File: src/sv/rti_pkg.sv
// Shared widths, types and helpers for the ray/triangle intersection unit.
`timescale 1ns / 1ps

package rti_pkg;

   localparam int COORD_BITS = 21;
   localparam int FRAC_BITS  = 10;
   localparam int VEC_W      = 63;
   localparam int EDGE_W     = COORD_BITS + 1;
   localparam int PROD_W     = 2 * EDGE_W;
   localparam int CROSS_W    = PROD_W + 1;
   localparam int NRM_W      = CROSS_W - FRAC_BITS;
   localparam int DPROD_W    = NRM_W + EDGE_W;
   localparam int DOT_W      = DPROD_W + 2;
   localparam int SUM_W      = DOT_W + 1;
   localparam int T_W        = 32;
   localparam int EPS_W      = 16;
   localparam int LIM_W      = T_W + 1;
   localparam logic [EPS_W-1:0] EPS_RESET = 16'd66;
   localparam int Q_FRAC     = 16;
   localparam int INT_STEPS  = 15;
   localparam int DIV_STEPS  = INT_STEPS + Q_FRAC;
   localparam int DIV_LAT    = DIV_STEPS + 1;
   localparam int FRONT_LAT  = 6;
   localparam int MID_DEPTH  = 4;
   localparam int MID_PTR_W  = 2;
   localparam int OUT_DEPTH  = 2;

   typedef logic signed [COORD_BITS-1:0] coord_type;
   typedef logic signed [EDGE_W-1:0]     edge_type;
   typedef logic signed [PROD_W-1:0]     prod_type;
   typedef logic signed [NRM_W-1:0]      nrm_type;
   typedef logic signed [DPROD_W-1:0]    dprod_type;
   typedef logic signed [DOT_W-1:0]      dot_type;
   typedef logic signed [LIM_W-1:0]      lim_type;
   typedef logic [EPS_W-1:0]             eps_type;

   typedef struct packed {
      logic [VEC_W-1:0] vertex_a;
      logic [VEC_W-1:0] vertex_b;
      logic [VEC_W-1:0] vertex_c;
      logic [VEC_W-1:0] ray_origin;
      logic [VEC_W-1:0] ray_direction;
      logic signed [T_W-1:0] closest_t;
   } req_type;

   typedef struct packed {
      logic                  hit;
      logic signed [T_W-1:0] hit_t;
      logic signed [T_W-1:0] bary_u;
      logic signed [T_W-1:0] bary_v;
   } rsp_type;

   // what the geometry front hands to the divide back end
   typedef struct packed {
      dot_type det;
      dot_type tnum;
      dot_type unum;
      dot_type vnum;
      lim_type lim;
      logic    pre_ok;
   } mid_type;

   function automatic coord_type coord_at(logic [VEC_W-1:0] v, int lane);
      return v[lane*COORD_BITS +: COORD_BITS];
   endfunction

endpackage

File: src/sv/rti_mid_queue.sv
// Short queue between the geometry front and the divide back end.
`timescale 1ns / 1ps

module rti_mid_queue (
   input  logic             clock,
   input  logic             reset,
   input  logic             push,
   input  rti_pkg::mid_type push_item,
   input  logic             pop,
   output logic             full,
   output logic             empty,
   output rti_pkg::mid_type head_item
);

   rti_pkg::mid_type mem_ff [rti_pkg::MID_DEPTH];
   logic [rti_pkg::MID_PTR_W-1:0] wr_ff, wr_in, rd_ff, rd_in;
   logic [rti_pkg::MID_PTR_W:0]   count_ff, count_in;
   logic do_push, do_pop;

   assign full      = (count_ff == (rti_pkg::MID_PTR_W+1)'(rti_pkg::MID_DEPTH));
   assign empty     = (count_ff == '0);
   assign do_push   = push && !full;
   assign do_pop    = pop && !empty;
   assign head_item = mem_ff[rd_ff];

   always_comb begin
      wr_in    = do_push ? wr_ff + 1'b1 : wr_ff;
      rd_in    = do_pop  ? rd_ff + 1'b1 : rd_ff;
      count_in = count_ff;
      if (do_push && !do_pop) begin
         count_in = count_ff + 1'b1;
      end else if (do_pop && !do_push) begin
         count_in = count_ff - 1'b1;
      end
   end

   always_ff @(posedge clock) begin
      if (reset) begin
         wr_ff    <= '0;
         rd_ff    <= '0;
         count_ff <= '0;
      end else begin
         wr_ff    <= wr_in;
         rd_ff    <= rd_in;
         count_ff <= count_in;
      end
   end

   always_ff @(posedge clock) begin
      if (do_push) begin
         mem_ff[wr_ff] <= push_item;
      end
   end

   a_count_bound: assert property (@(posedge clock) disable iff (reset)
      count_ff <= (rti_pkg::MID_PTR_W+1)'(rti_pkg::MID_DEPTH))
      else $error("mid queue overfilled");

   a_no_pop_empty: assert property (@(posedge clock) disable iff (reset)
      !(pop && empty))
      else $error("back end popped an empty mid queue");

   a_no_push_full: assert property (@(posedge clock) disable iff (reset)
      !(push && full))
      else $error("front pushed into a full mid queue");

   a_pushpop_hold: assert property (@(posedge clock) disable iff (reset)
      (do_push && do_pop) |=> $stable(count_ff))
      else $error("count moved on simultaneous push and pop");

endmodule

File: config.mk
export PLATFORM = sky130hd
export DESIGN_NAME = rti_mid_queue
export DESIGN_NICKNAME = d
export VERILOG_FILES = /design/src/sv/rti_pkg.sv /design/src/sv/rti_mid_queue.sv
export SDC_FILE = /design/constraint.sdc
export NUM_CORES = 1
export LEC_CHECK = 0
export BUFFER_PORTS_ARGS = -buffer_cell sky130_fd_sc_hd__buf_4
export CAP_MARGIN = 15
export CORE_UTILIZATION = 57
export CTS_CLUSTER_SIZE = 25
export DETAILED_ROUTE_END_ITERATION = 8
export GPL_ROUTABILITY_DRIVEN = 0
export HOLD_SLACK_MARGIN = 0.1
export PLACE_DENSITY_LB_ADDON = 0.15
export SYNTH_ARGS = -nofsm -noshare
export SYNTH_HDL_FRONTEND = slang
export SYNTH_SLANG_ARGS = --single-unit
export TNS_END_PERCENT = 1
File: constraint.sdc
create_clock -name clock -period 13.7 [get_ports clock]
set_input_delay 4.11 -clock clock [delete_from_list [all_inputs] [get_ports clock]]
set_output_delay 4.11 -clock clock [all_outputs]
set_load 0.005 [all_outputs]
==> results.sh, run 1 <==
export IMPL_status="complete, no violations"
export IMPL_vias_per_cell=5.799
export IMPL_drive_gt1_share_pct=45.72
export IMPL_fillers=4174
export IMPL_netlist_area_leader_share_pct=82.30
export IMPL_start_kind="register"
export IMPL_clock_sinks=1089
export IMPL_multi_input_area_sq_mm=0.006350
export IMPL_synth_cells=1458
export IMPL_insertion_delay_ns=0.66
export IMPL_synthesis_area_sq_mm=0.03941
export IMPL_start_util_pct=57.55
export IMPL_crit_top_cell="buf_4"
export IMPL_first_iter_violations=1278
export IMPL_ys_top_cells_by_count="edfxtp_1, mux4_2, buf_2, buf_6, dfxtp_1"
export IMPL_grt_pass1_vias=18550
export IMPL_min_path_type="register to register"
export IMPL_drv_slew=0
export IMPL_final_seq_area_sq_mm=0.03262
export IMPL_synth_top_area_cell="edfxtp_1"
export IMPL_vias=17680
export IMPL_cp_data_required_time_ns=9.59
export IMPL_r2r_setup_slack_ns=9.84
export IMPL_grt_pass1_wl_mm=117.1
export IMPL_hold_start="wr_ff[1]"
export IMPL_fin_crit_sh_pct=56.83
export IMPL_cp_slowest_stage_delay_ns=0.84
export IMPL_hpwl_mm=48.80
export IMPL_irDropWorstVdd_uv=139.7
export IMPL_synthTopCellsByArea="edfxtp_1, mux4_2, buf_6"
export IMPL_fmax_ghz=0.1285
export IMPL_drcViolationCount=0
export IMPL_synthMostInstantiatedCell="edfxtp_1"
export IMPL_synth_area_per_cell_sq_um=27.03
export IMPL_slew_headroom_pct=25.45
export IMPL_ys_ff_latch=1089
export IMPL_ctsHoldBuffers=0
export IMPL_ctsLongestPathBuffers=3
export IMPL_rsz0062_at_grt="false"
export IMPL_finalNetCount=2354
export IMPL_setup_violations_final=0
export IMPL_die_y_um=264.9
export IMPL_critical_path_top_delay_family="buffers and inverters"
export IMPL_synth_seq_area_share_pct=82.76
export IMPL_reg2reg_depth=5
export IMPL_place_area_sq_mm=0.04439
export IMPL_cp_slowest_cell="buf_4"
export IMPL_switching_share_pct=24.66
export IMPL_ctsResizeCount=0
export IMPL_grt_overflow_total=0
export IMPL_min_period_ns=7.785
export IMPL_die_area_sq_mm=0.07019
export IMPL_pwr_share_clk_pct=30.8
export IMPL_critPathKind="register to primary output"
export IMPL_wire_per_inst_um=26.13
export IMPL_grt_max_degree=144
export IMPL_design_area_sq_mm=0.04772
export IMPL_power_frac_comb_pct=23.1
export IMPL_whs_path_depth=2
export IMPL_fin_skew_ns=0.02611
export IMPL_firstDrtPassIters=5
export IMPL_io_pins=546
export IMPL_ant_nets=0
export IMPL_grt_usage_pct=22.83
export IMPL_tightest_slew_ns=1.118
export IMPL_path_clk_slew_ns=0.06
export IMPL_p_int_mw=6.684
export IMPL_cts_tree="yes"
export IMPL_coreArea_sq_mm=0.06847
export IMPL_hold_violations=0
export IMPL_final_util_pct=69.69
export IMPL_postCtsSetupBuffers=0
export IMPL_worst_endpoint_arrival_ns=3.68
export IMPL_yosysWarningCount=0
export IMPL_antenna_found_initial=16
export IMPL_cts_root_buf="clkbuf_16"
export IMPL_cts_buffers=108
export IMPL_timing_rr_start="count_ff[0]"
export IMPL_io_buffers=545
export IMPL_area_delta_synth_final_pct=21.09
export IMPL_cp_cell_sequence="buf_4 > buf_4 > mux4_2 > buf_4"
export IMPL_synthDistinctLibCells=22
export IMPL_path_buf_inv=3
export IMPL_syn_nets=1738
export IMPL_crit_path_max_fanout=46
export IMPL_synth_edf_count=1080
export IMPL_powerDensity_mw_per_mm2=185.9
export IMPL_seqPwrFrac_pct=46.0
export IMPL_h_tree_depth=3
export IMPL_core_rowCount=96
export IMPL_p_leak_nw=15.90
export IMPL_synth_ff_type="edfxtp_1"
export IMPL_ys_async_sr_fraction_pct=0
export IMPL_crit_cells=4
export IMPL_wirelength_mm=79.67
export IMPL_final_setup_tns_ns=0
export IMPL_crit_path_end_kind="primary output"
export IMPL_p_switching_mw=2.188
export IMPL_die_w_um=264.9
export IMPL_drv_cap=0
worst paths after layout:
path,endpoint
min reg2reg,wr_ff[1]
max reg2reg,mem_ff[0][23]
min,wr_ff[1]
max,head_item[1]
routing by layer:
layer	global-route usage (%)	vias to the layer above	part of all wire [%]
li1	-	7593	-
met3	6.921	122	8.1
met4	8.030	18	2.4
met5	0	-	0.17
met1	29.12	9332	37
met2	37.58	617	52
logic make-up after synthesis:
logic type / synth area share, %
AO/OA/AOI/OAI: 0.09209
XOR/XNOR: 0.08890
multiplexers: 15.48
flip-flops: 82.76
adder cells (fa/ha/maj): 0.2096
buffers and inverters: 1.153
AND/OR/NAND/NOR: 0.2159
power groups by stage:
stage          Sequential (mW)  Clock [mW]  Combinational (mW)
6_report                  4.08        2.74                2.05
5_1_grt                   4.11        2.92                2.19
4_1_cts                   4.09        2.79                2.11
3_5_place_dp              4.16           0                2.10
3_3_place_gp              4.13           0                2.09
2_1_floorplan             4.20           0                1.14
layout by cell type, fill, tap and decap left out, types with 2 or more instances in the layout:
master and n:
a21oi_1 2, and2_4 4, buf_12 4, buf_4 563, bufinv_16 4, clkbuf_1 29, clkbuf_16 112, clkinv_1 22
clkinv_2 21, clkinvlp_4 2, dfxtp_1 7, dfxtp_4 2, diode_2 8, edfxtp_1 1080, ha_1 5, inv_1 4
inv_6 2, mux2i_1 2, mux4_2 270, nand2b_1 2, nor2_1 6, o21ai_0 2, or3_1 2, xor2_1 4
tightest hold or removal path, delay by kind of cell, from the launching register on:
kind,cells,cell delay (ns)
multiplexers,1,0.06
flip-flops,1,0.34
AND/OR/NAND/NOR,1,0.09
sequential cells by signal, indices dropped and copies added, names as in the netlist, named ones only:
signal and cells:
rd_ff 2, count_ff 3, mem_ff 1080, wr_ff 2
area by class of cell:
type	count	share of cell area [%]
clock buffer	142	6.131
clock inverter	53	0.7893
multi-input combinational	304	13.31
antenna	8	0.04196
timing repair buffer	567	9.026
sequential	1089	68.36
inverter	4	0.03147
tap	882	2.313
per-stage QoR:
step	hold WS, ns	power (mW)	setup WS (ns)	std cells
after floorplan	0.4818	5.342	2.464	1458
after CTS	0.5330	8.991	5.697	3041
after global routing	0.5444	9.211	5.523	3048
after global placement	0.4933	6.226	6.163	2846
final	0.5298	8.872	5.915	3049
after detailed placement	0.5095	6.258	6.154	2846
Note: power is estimated with default switching activity, not from simulation.
==> inputs of run 2 (changes only) <==
ABC_AREA = 1   (was not set)
CORE_UTILIZATION = 52   (was 57)
clock period = 6.96 ns   (was 13.7 ns; I/O delays follow)
==> results.sh, run 2 <==
export IMPL_drcViolationCount=0
export IMPL_ctsResizeCount=0
export IMPL_first_iter_violations=1786
export IMPL_die_w_um=281.2
export IMPL_cts_tree="yes"
export IMPL_final_cell_mix="edfxtp_1, buf_4, nor2_1, o21ai_0, o22ai_1"
export IMPL_start_kind="register"
export IMPL_timing_rr_start="count_ff[0]"
export IMPL_placed_cells=4098
export IMPL_powerDensity_mw_per_mm2=374.8
export IMPL_largestRegisters="mem_ff x1080, count_ff x3"
export IMPL_final_util_pct=63.67
export IMPL_finalNetCount=3458
export IMPL_synth_ff_type="edfxtp_1"
export IMPL_start_util_pct=52.91
export IMPL_worst_endpoint_arrival_ns=3.42
export IMPL_status="complete, no violations"
export IMPL_wire_per_inst_um=22.32
export IMPL_vias_per_cell=5.657
export IMPL_fmax_ghz=0.1817
export IMPL_fin_crit_sh_pct=79.08
export IMPL_antenna_found_initial=29
export IMPL_finalPower_mw=18.27
export IMPL_grt_max_degree=246
export IMPL_crit_path_end_kind="primary output"
export IMPL_io_pins=546
export IMPL_setup_violations_final=0
export IMPL_cp_slowest_cell="dfxtp_4"
export IMPL_min_period_ns=5.504
export IMPL_drv_slew=0
export IMPL_yosysWarningCount=0
export IMPL_cp_data_required_time_ns=4.87
export IMPL_drive_gt1_share_pct=22.10
export IMPL_fin_skew_ns=0.01518
export IMPL_switching_share_pct=28.35
export IMPL_wirelength_mm=96.21
export IMPL_synth_seq_area_share_pct=80.48
export IMPL_tightest_slew_ns=1.106
export IMPL_synthesis_area_sq_mm=0.04052
export IMPL_core_rowCount=101
export IMPL_pwr_share_clk_pct=31.7
export IMPL_netlist_area_leader_share_pct=80.03
export IMPL_irDropWorstVdd_uv=364.1
export IMPL_top_register="mem_ff"
export IMPL_hpwl_mm=53.19
export IMPL_min_path_type="register to register"
export IMPL_seqPwrFrac_pct=44.9
export IMPL_design_area_sq_mm=0.04876
export IMPL_h_tree_depth=3
export IMPL_ctsHoldBuffers=0
export IMPL_synth_top_area_cell="edfxtp_1"
export IMPL_synth_cells=2680
export IMPL_largest_reg_flops=1080
export IMPL_coreArea_sq_mm=0.07658
export IMPL_crit_path_max_fanout=245
export IMPL_p_leak_nw=16.87
export IMPL_ys_top_cells_by_count="edfxtp_1, nor2_1, o21ai_0, o22ai_1, o21ai_1"
export IMPL_hold_violations=0
export IMPL_syn_nets=2960
export IMPL_firstDrtPassIters=5
export IMPL_hold_slack_ns=0.5238
export IMPL_path_clk_slew_ns=0.06
export IMPL_final_setup_tns_ns=0
export IMPL_place_area_sq_mm=0.04512
export IMPL_clock_sinks=1089
export IMPL_hold_start="rd_ff[1]"
export IMPL_grt_usage_pct=23.72
export IMPL_synthTopCellsByArea="edfxtp_1, o21ai_0, nor2_1"
export IMPL_insertion_delay_ns=0.65
export IMPL_vias=24390
export IMPL_grt_pass1_vias=24120
export IMPL_synth_edf_count=1080
export IMPL_pre_cts_ws_ns=2.218
export IMPL_ys_ff_latch=1089
export IMPL_ctsLongestPathBuffers=3
export IMPL_instances_no_fill=4311
export IMPL_slew_headroom_pct=26.29
export IMPL_path_buf_inv=3
export IMPL_power_frac_comb_pct=23.4
export IMPL_final_common_cell="edfxtp_1"
export IMPL_p_int_mw=13.09
export IMPL_die_y_um=281.2
export IMPL_drv_cap=0
export IMPL_postCtsSetupBuffers=0
export IMPL_crit_top_cell="buf_4"
export IMPL_synthDistinctLibCells=21
export IMPL_ant_nets=0
export IMPL_io_buffers=545
export IMPL_ys_async_sr_fraction_pct=0
export IMPL_critical_path_top_delay_family="buffers and inverters"
export IMPL_rsz0062_at_grt="false"
export IMPL_cp_cell_sequence="inv_16 > buf_4 > o21ai_0 > o22ai_1 > buf_4"
export IMPL_synthMostInstantiatedCell="edfxtp_1"
export IMPL_synth_area_per_cell_sq_um=15.12
export IMPL_grt_pass1_wl_mm=141.2
export IMPL_fillers=5538
export IMPL_critPathKind="register to primary output"
export IMPL_cts_buffers=108
export IMPL_cts_root_buf="clkbuf_16"
export IMPL_grt_overflow_total=0
export IMPL_area_delta_synth_final_pct=20.33
export IMPL_p_switching_mw=5.180
export IMPL_setup_ws_ns=1.456
export IMPL_cp_slowest_stage_delay_ns=0.99
export IMPL_die_area_sq_mm=0.07905
-- run 2: cell count changes in the layout (fill, tap and decap cells not counted), moves of 11 or more --
cell,delta
mux4_2,-270
nand2_1,+15
nor2_1,+544
o21ai_1,+102
o21ai_0,+437
inv_1,+12
buf_4,-11
diode_2,+11
o22ai_1,+270
-- run 2: path summary, 6_finish.rpt --
check | end | slack (ns) | depth (start not counted)
max reg2reg | mem_ff[2][191] | 4.59 | 5
max | head_item[73] | 1.46 | 5
min reg2reg | register | 0.52 | 2
min | register | 0.52 | 2
-- run 2: cell families (layout without fill, tap and decap cells) --
kind of cell / Yosys count / count (layout) / synth area share [%]
buffers and inverters: 196 / 778 / 3.072
AO/OA/AOI/OAI: 814 / 814 / 10.89
adder cells (fa/ha/maj): 6 / 6 / 0.2038
AND/OR/NAND/NOR: 574 / 574 / 5.339
XOR/XNOR: 1 / 1 / 0.02162
other: 0 / 19 / 0
flip-flops: 1089 / 1089 / 80.48
-- run 2: power by group through the flow --
| stage | Combinational (mW) | Clock (mW) | Sequential [mW] |
|---|---|---|---|
| after floorplan | 2.25 | 0 | 8.38 |
| after global placement | 4.22 | 0 | 8.30 |
| after detailed placement | 4.31 | 0 | 8.33 |
| after CTS | 4.33 | 5.89 | 8.20 |
| after global routing | 4.65 | 6.15 | 8.25 |
| final | 4.28 | 5.80 | 8.20 |
-- run 2: tightest hold or removal path: stages, from the launching register on --
cell and delay, ns:
dfxtp_1 0.33, nand2_1 0.07, a21oi_1 0.08
-- run 2: layout make-up --
cell class	instances	area (sq um)	area share, %
clock inverters	59	726.9	1.491
well taps	1030	1289	2.643
multi-input cells	1395	6696	13.73
flip-flops and latches	1089	32620	66.90
repair buffers	566	4424	9.074
clock buffers	135	2868	5.881
inverters	18	88.84	0.1822
diodes	19	47.55	0.09751
-- run 2: metal layers --
metal / vias up / global-route usage, % / share of wire (%)
met5: - / 0 / 0.15
met4: 22 / 11.34 / 4.3
met3: 204 / 6.950 / 8.4
met2: 816 / 38.90 / 50
met1: 12160 / 28.86 / 38
li1: 11190 / - / -
==> inputs of run 3 (changes only) <==
CORE_UTILIZATION = 57   (was 52)
clock period = 5.65 ns   (was 6.96 ns; I/O delays follow)
==> results.sh, run 3 (same netlist as run 2, synthesis figures left out) <==
export IMPL_status="complete, no violations"
export IMPL_antenna_found_initial=19
export IMPL_cp_data_required_time_ns=3.95
export IMPL_drive_gt1_share_pct=22.76
export IMPL_ctsLongestPathBuffers=3
export IMPL_coreArea_sq_mm=0.07015
export IMPL_placed_cells=4033
export IMPL_final_cell_mix="edfxtp_1, buf_4, nor2_1, o21ai_0, o22ai_1"
export IMPL_grt_max_degree=222
export IMPL_p_leak_nw=16.98
export IMPL_area_delta_synth_final_pct=20.43
export IMPL_slew_headroom_pct=31.14
export IMPL_fillers=4694
export IMPL_worst_endpoint_arrival_ns=3.10
export IMPL_min_path_type="register to register"
export IMPL_instances_no_fill=4250
export IMPL_tightest_slew_ns=1.030
export IMPL_place_area_sq_mm=0.04533
export IMPL_hold_start="rd_ff[0]"
export IMPL_grt_usage_pct=25.93
export IMPL_timing_rr_start="count_ff[0]"
export IMPL_crit_path_end_kind="primary output"
export IMPL_hold_violations=0
export IMPL_drv_slew=0
export IMPL_hpwl_mm=56.79
export IMPL_setup_violations_final=0
export IMPL_fin_crit_sh_pct=84.81
export IMPL_cts_buffers=107
export IMPL_io_pins=546
export IMPL_ctsHoldBuffers=0
export IMPL_final_seq_area_sq_mm=0.03262
export IMPL_die_y_um=268.6
export IMPL_powerDensity_mw_per_mm2=457.2
export IMPL_clock_sinks=1089
export IMPL_reg2reg_depth=5
export IMPL_vias_per_cell=5.808
export IMPL_fin_skew_ns=0.01945
export IMPL_design_area_sq_mm=0.04880
export IMPL_largest_reg_flops=1080
export IMPL_wirelength_mm=96.32
export IMPL_rsz0062_at_grt="false"
export IMPL_first_iter_violations=2254
export IMPL_min_period_ns=4.792
export IMPL_firstDrtPassIters=5
export IMPL_io_buffers=545
export IMPL_postCtsSetupBuffers=0
export IMPL_drcViolationCount=0
export IMPL_ant_nets=0
export IMPL_vias=24690
export IMPL_core_rowCount=97
export IMPL_wire_per_inst_um=22.66
export IMPL_grt_overflow_total=0
export IMPL_top_register="mem_ff"
export IMPL_final_common_cell="edfxtp_1"
export IMPL_start_kind="register"
export IMPL_finalNetCount=3482
export IMPL_r2r_end="mem_ff[0][33]"
export IMPL_grt_pass1_wl_mm=140.7
export IMPL_fmax_ghz=0.2087
export IMPL_path_clk_slew_ns=0.06
export IMPL_die_area_sq_mm=0.07216
export IMPL_cts_tree="yes"
export IMPL_h_tree_depth=3
export IMPL_ctsResizeCount=0
export IMPL_grt_pass1_vias=23900
export IMPL_crit_path_max_fanout=221
export IMPL_r2r_setup_slack_ns=3.10
export IMPL_critPathKind="register to primary output"
export IMPL_start_util_pct=57.77
export IMPL_cts_root_buf="clkbuf_16"
export IMPL_irDropWorstVdd_uv=425.6
export IMPL_multi_input_area_sq_mm=0.006713
export IMPL_drv_cap=0
export IMPL_insertion_delay_ns=0.66
export IMPL_die_w_um=268.6
export IMPL_whs_path_depth=2
export IMPL_largestRegisters="mem_ff x1080, count_ff x3"
run 3: metrics by stage:
stage | utilization [%] | hold WS (ns) | power, mW | setup WS (ns) | setup TNS [ns]
global route | 69.54 | 0.5159 | 23.21 | 0.6390 | 0
floorplan | - | 0.4594 | 13.00 | -0.5602 | -592.43
detailed placement | 64.62 | 0.4801 | 15.62 | 1.620 | 0
finish | 69.57 | 0.4886 | 22.31 | 0.8583 | 0
CTS | 69.50 | 0.4897 | 22.43 | 0.8987 | 0
global placement | 64.62 | 0.4687 | 15.45 | 1.701 | 0
run 3: metal layers:
| layer | wire length [um] | track usage, % | share of wire, % |
|---|---|---|---|
| met1 | 37140 | 33.80 | 39 |
| met2 | 47250 | 41.51 | 49 |
| met3 | 8253 | 6.612 | 8.6 |
| met4 | 3609 | 11.36 | 3.7 |
| met5 | 66 | 0 | 0.069 |
run 3: final cells by class:
class,instances,area share [%]
flip-flops and latches,1089,66.84
inverters,18,0.1820
repair buffers,591,9.707
diodes,19,0.09743
multi-input cells,1395,13.76
well taps,940,2.410
clock buffers,140,5.953
clock inverters,58,1.054
run 3: worst max path at each step:
| stage | start | endpoint |
|---|---|---|
| global route | register | head_item[151] |
| detailed placement | register | head_item[16] |
| CTS | register | head_item[31] |
| global placement | register | head_item[7] |
| floorplan | push | mem_ff[0][0] |
| finish | register | head_item[151] |
run 3: power breakdown:
part	switching [mW]	internal, mW
Combinational	3.26	2.13
Clock	2.88	3.98
Sequential	0.240	9.81
run 3: critical path, stage by stage, from the launching register on:
cell     delay [ns]
dfxtp_4        0.84
inv_16         0.33
buf_4          0.49
o21ai_0        0.22
o22ai_1        0.11
buf_4          0.15
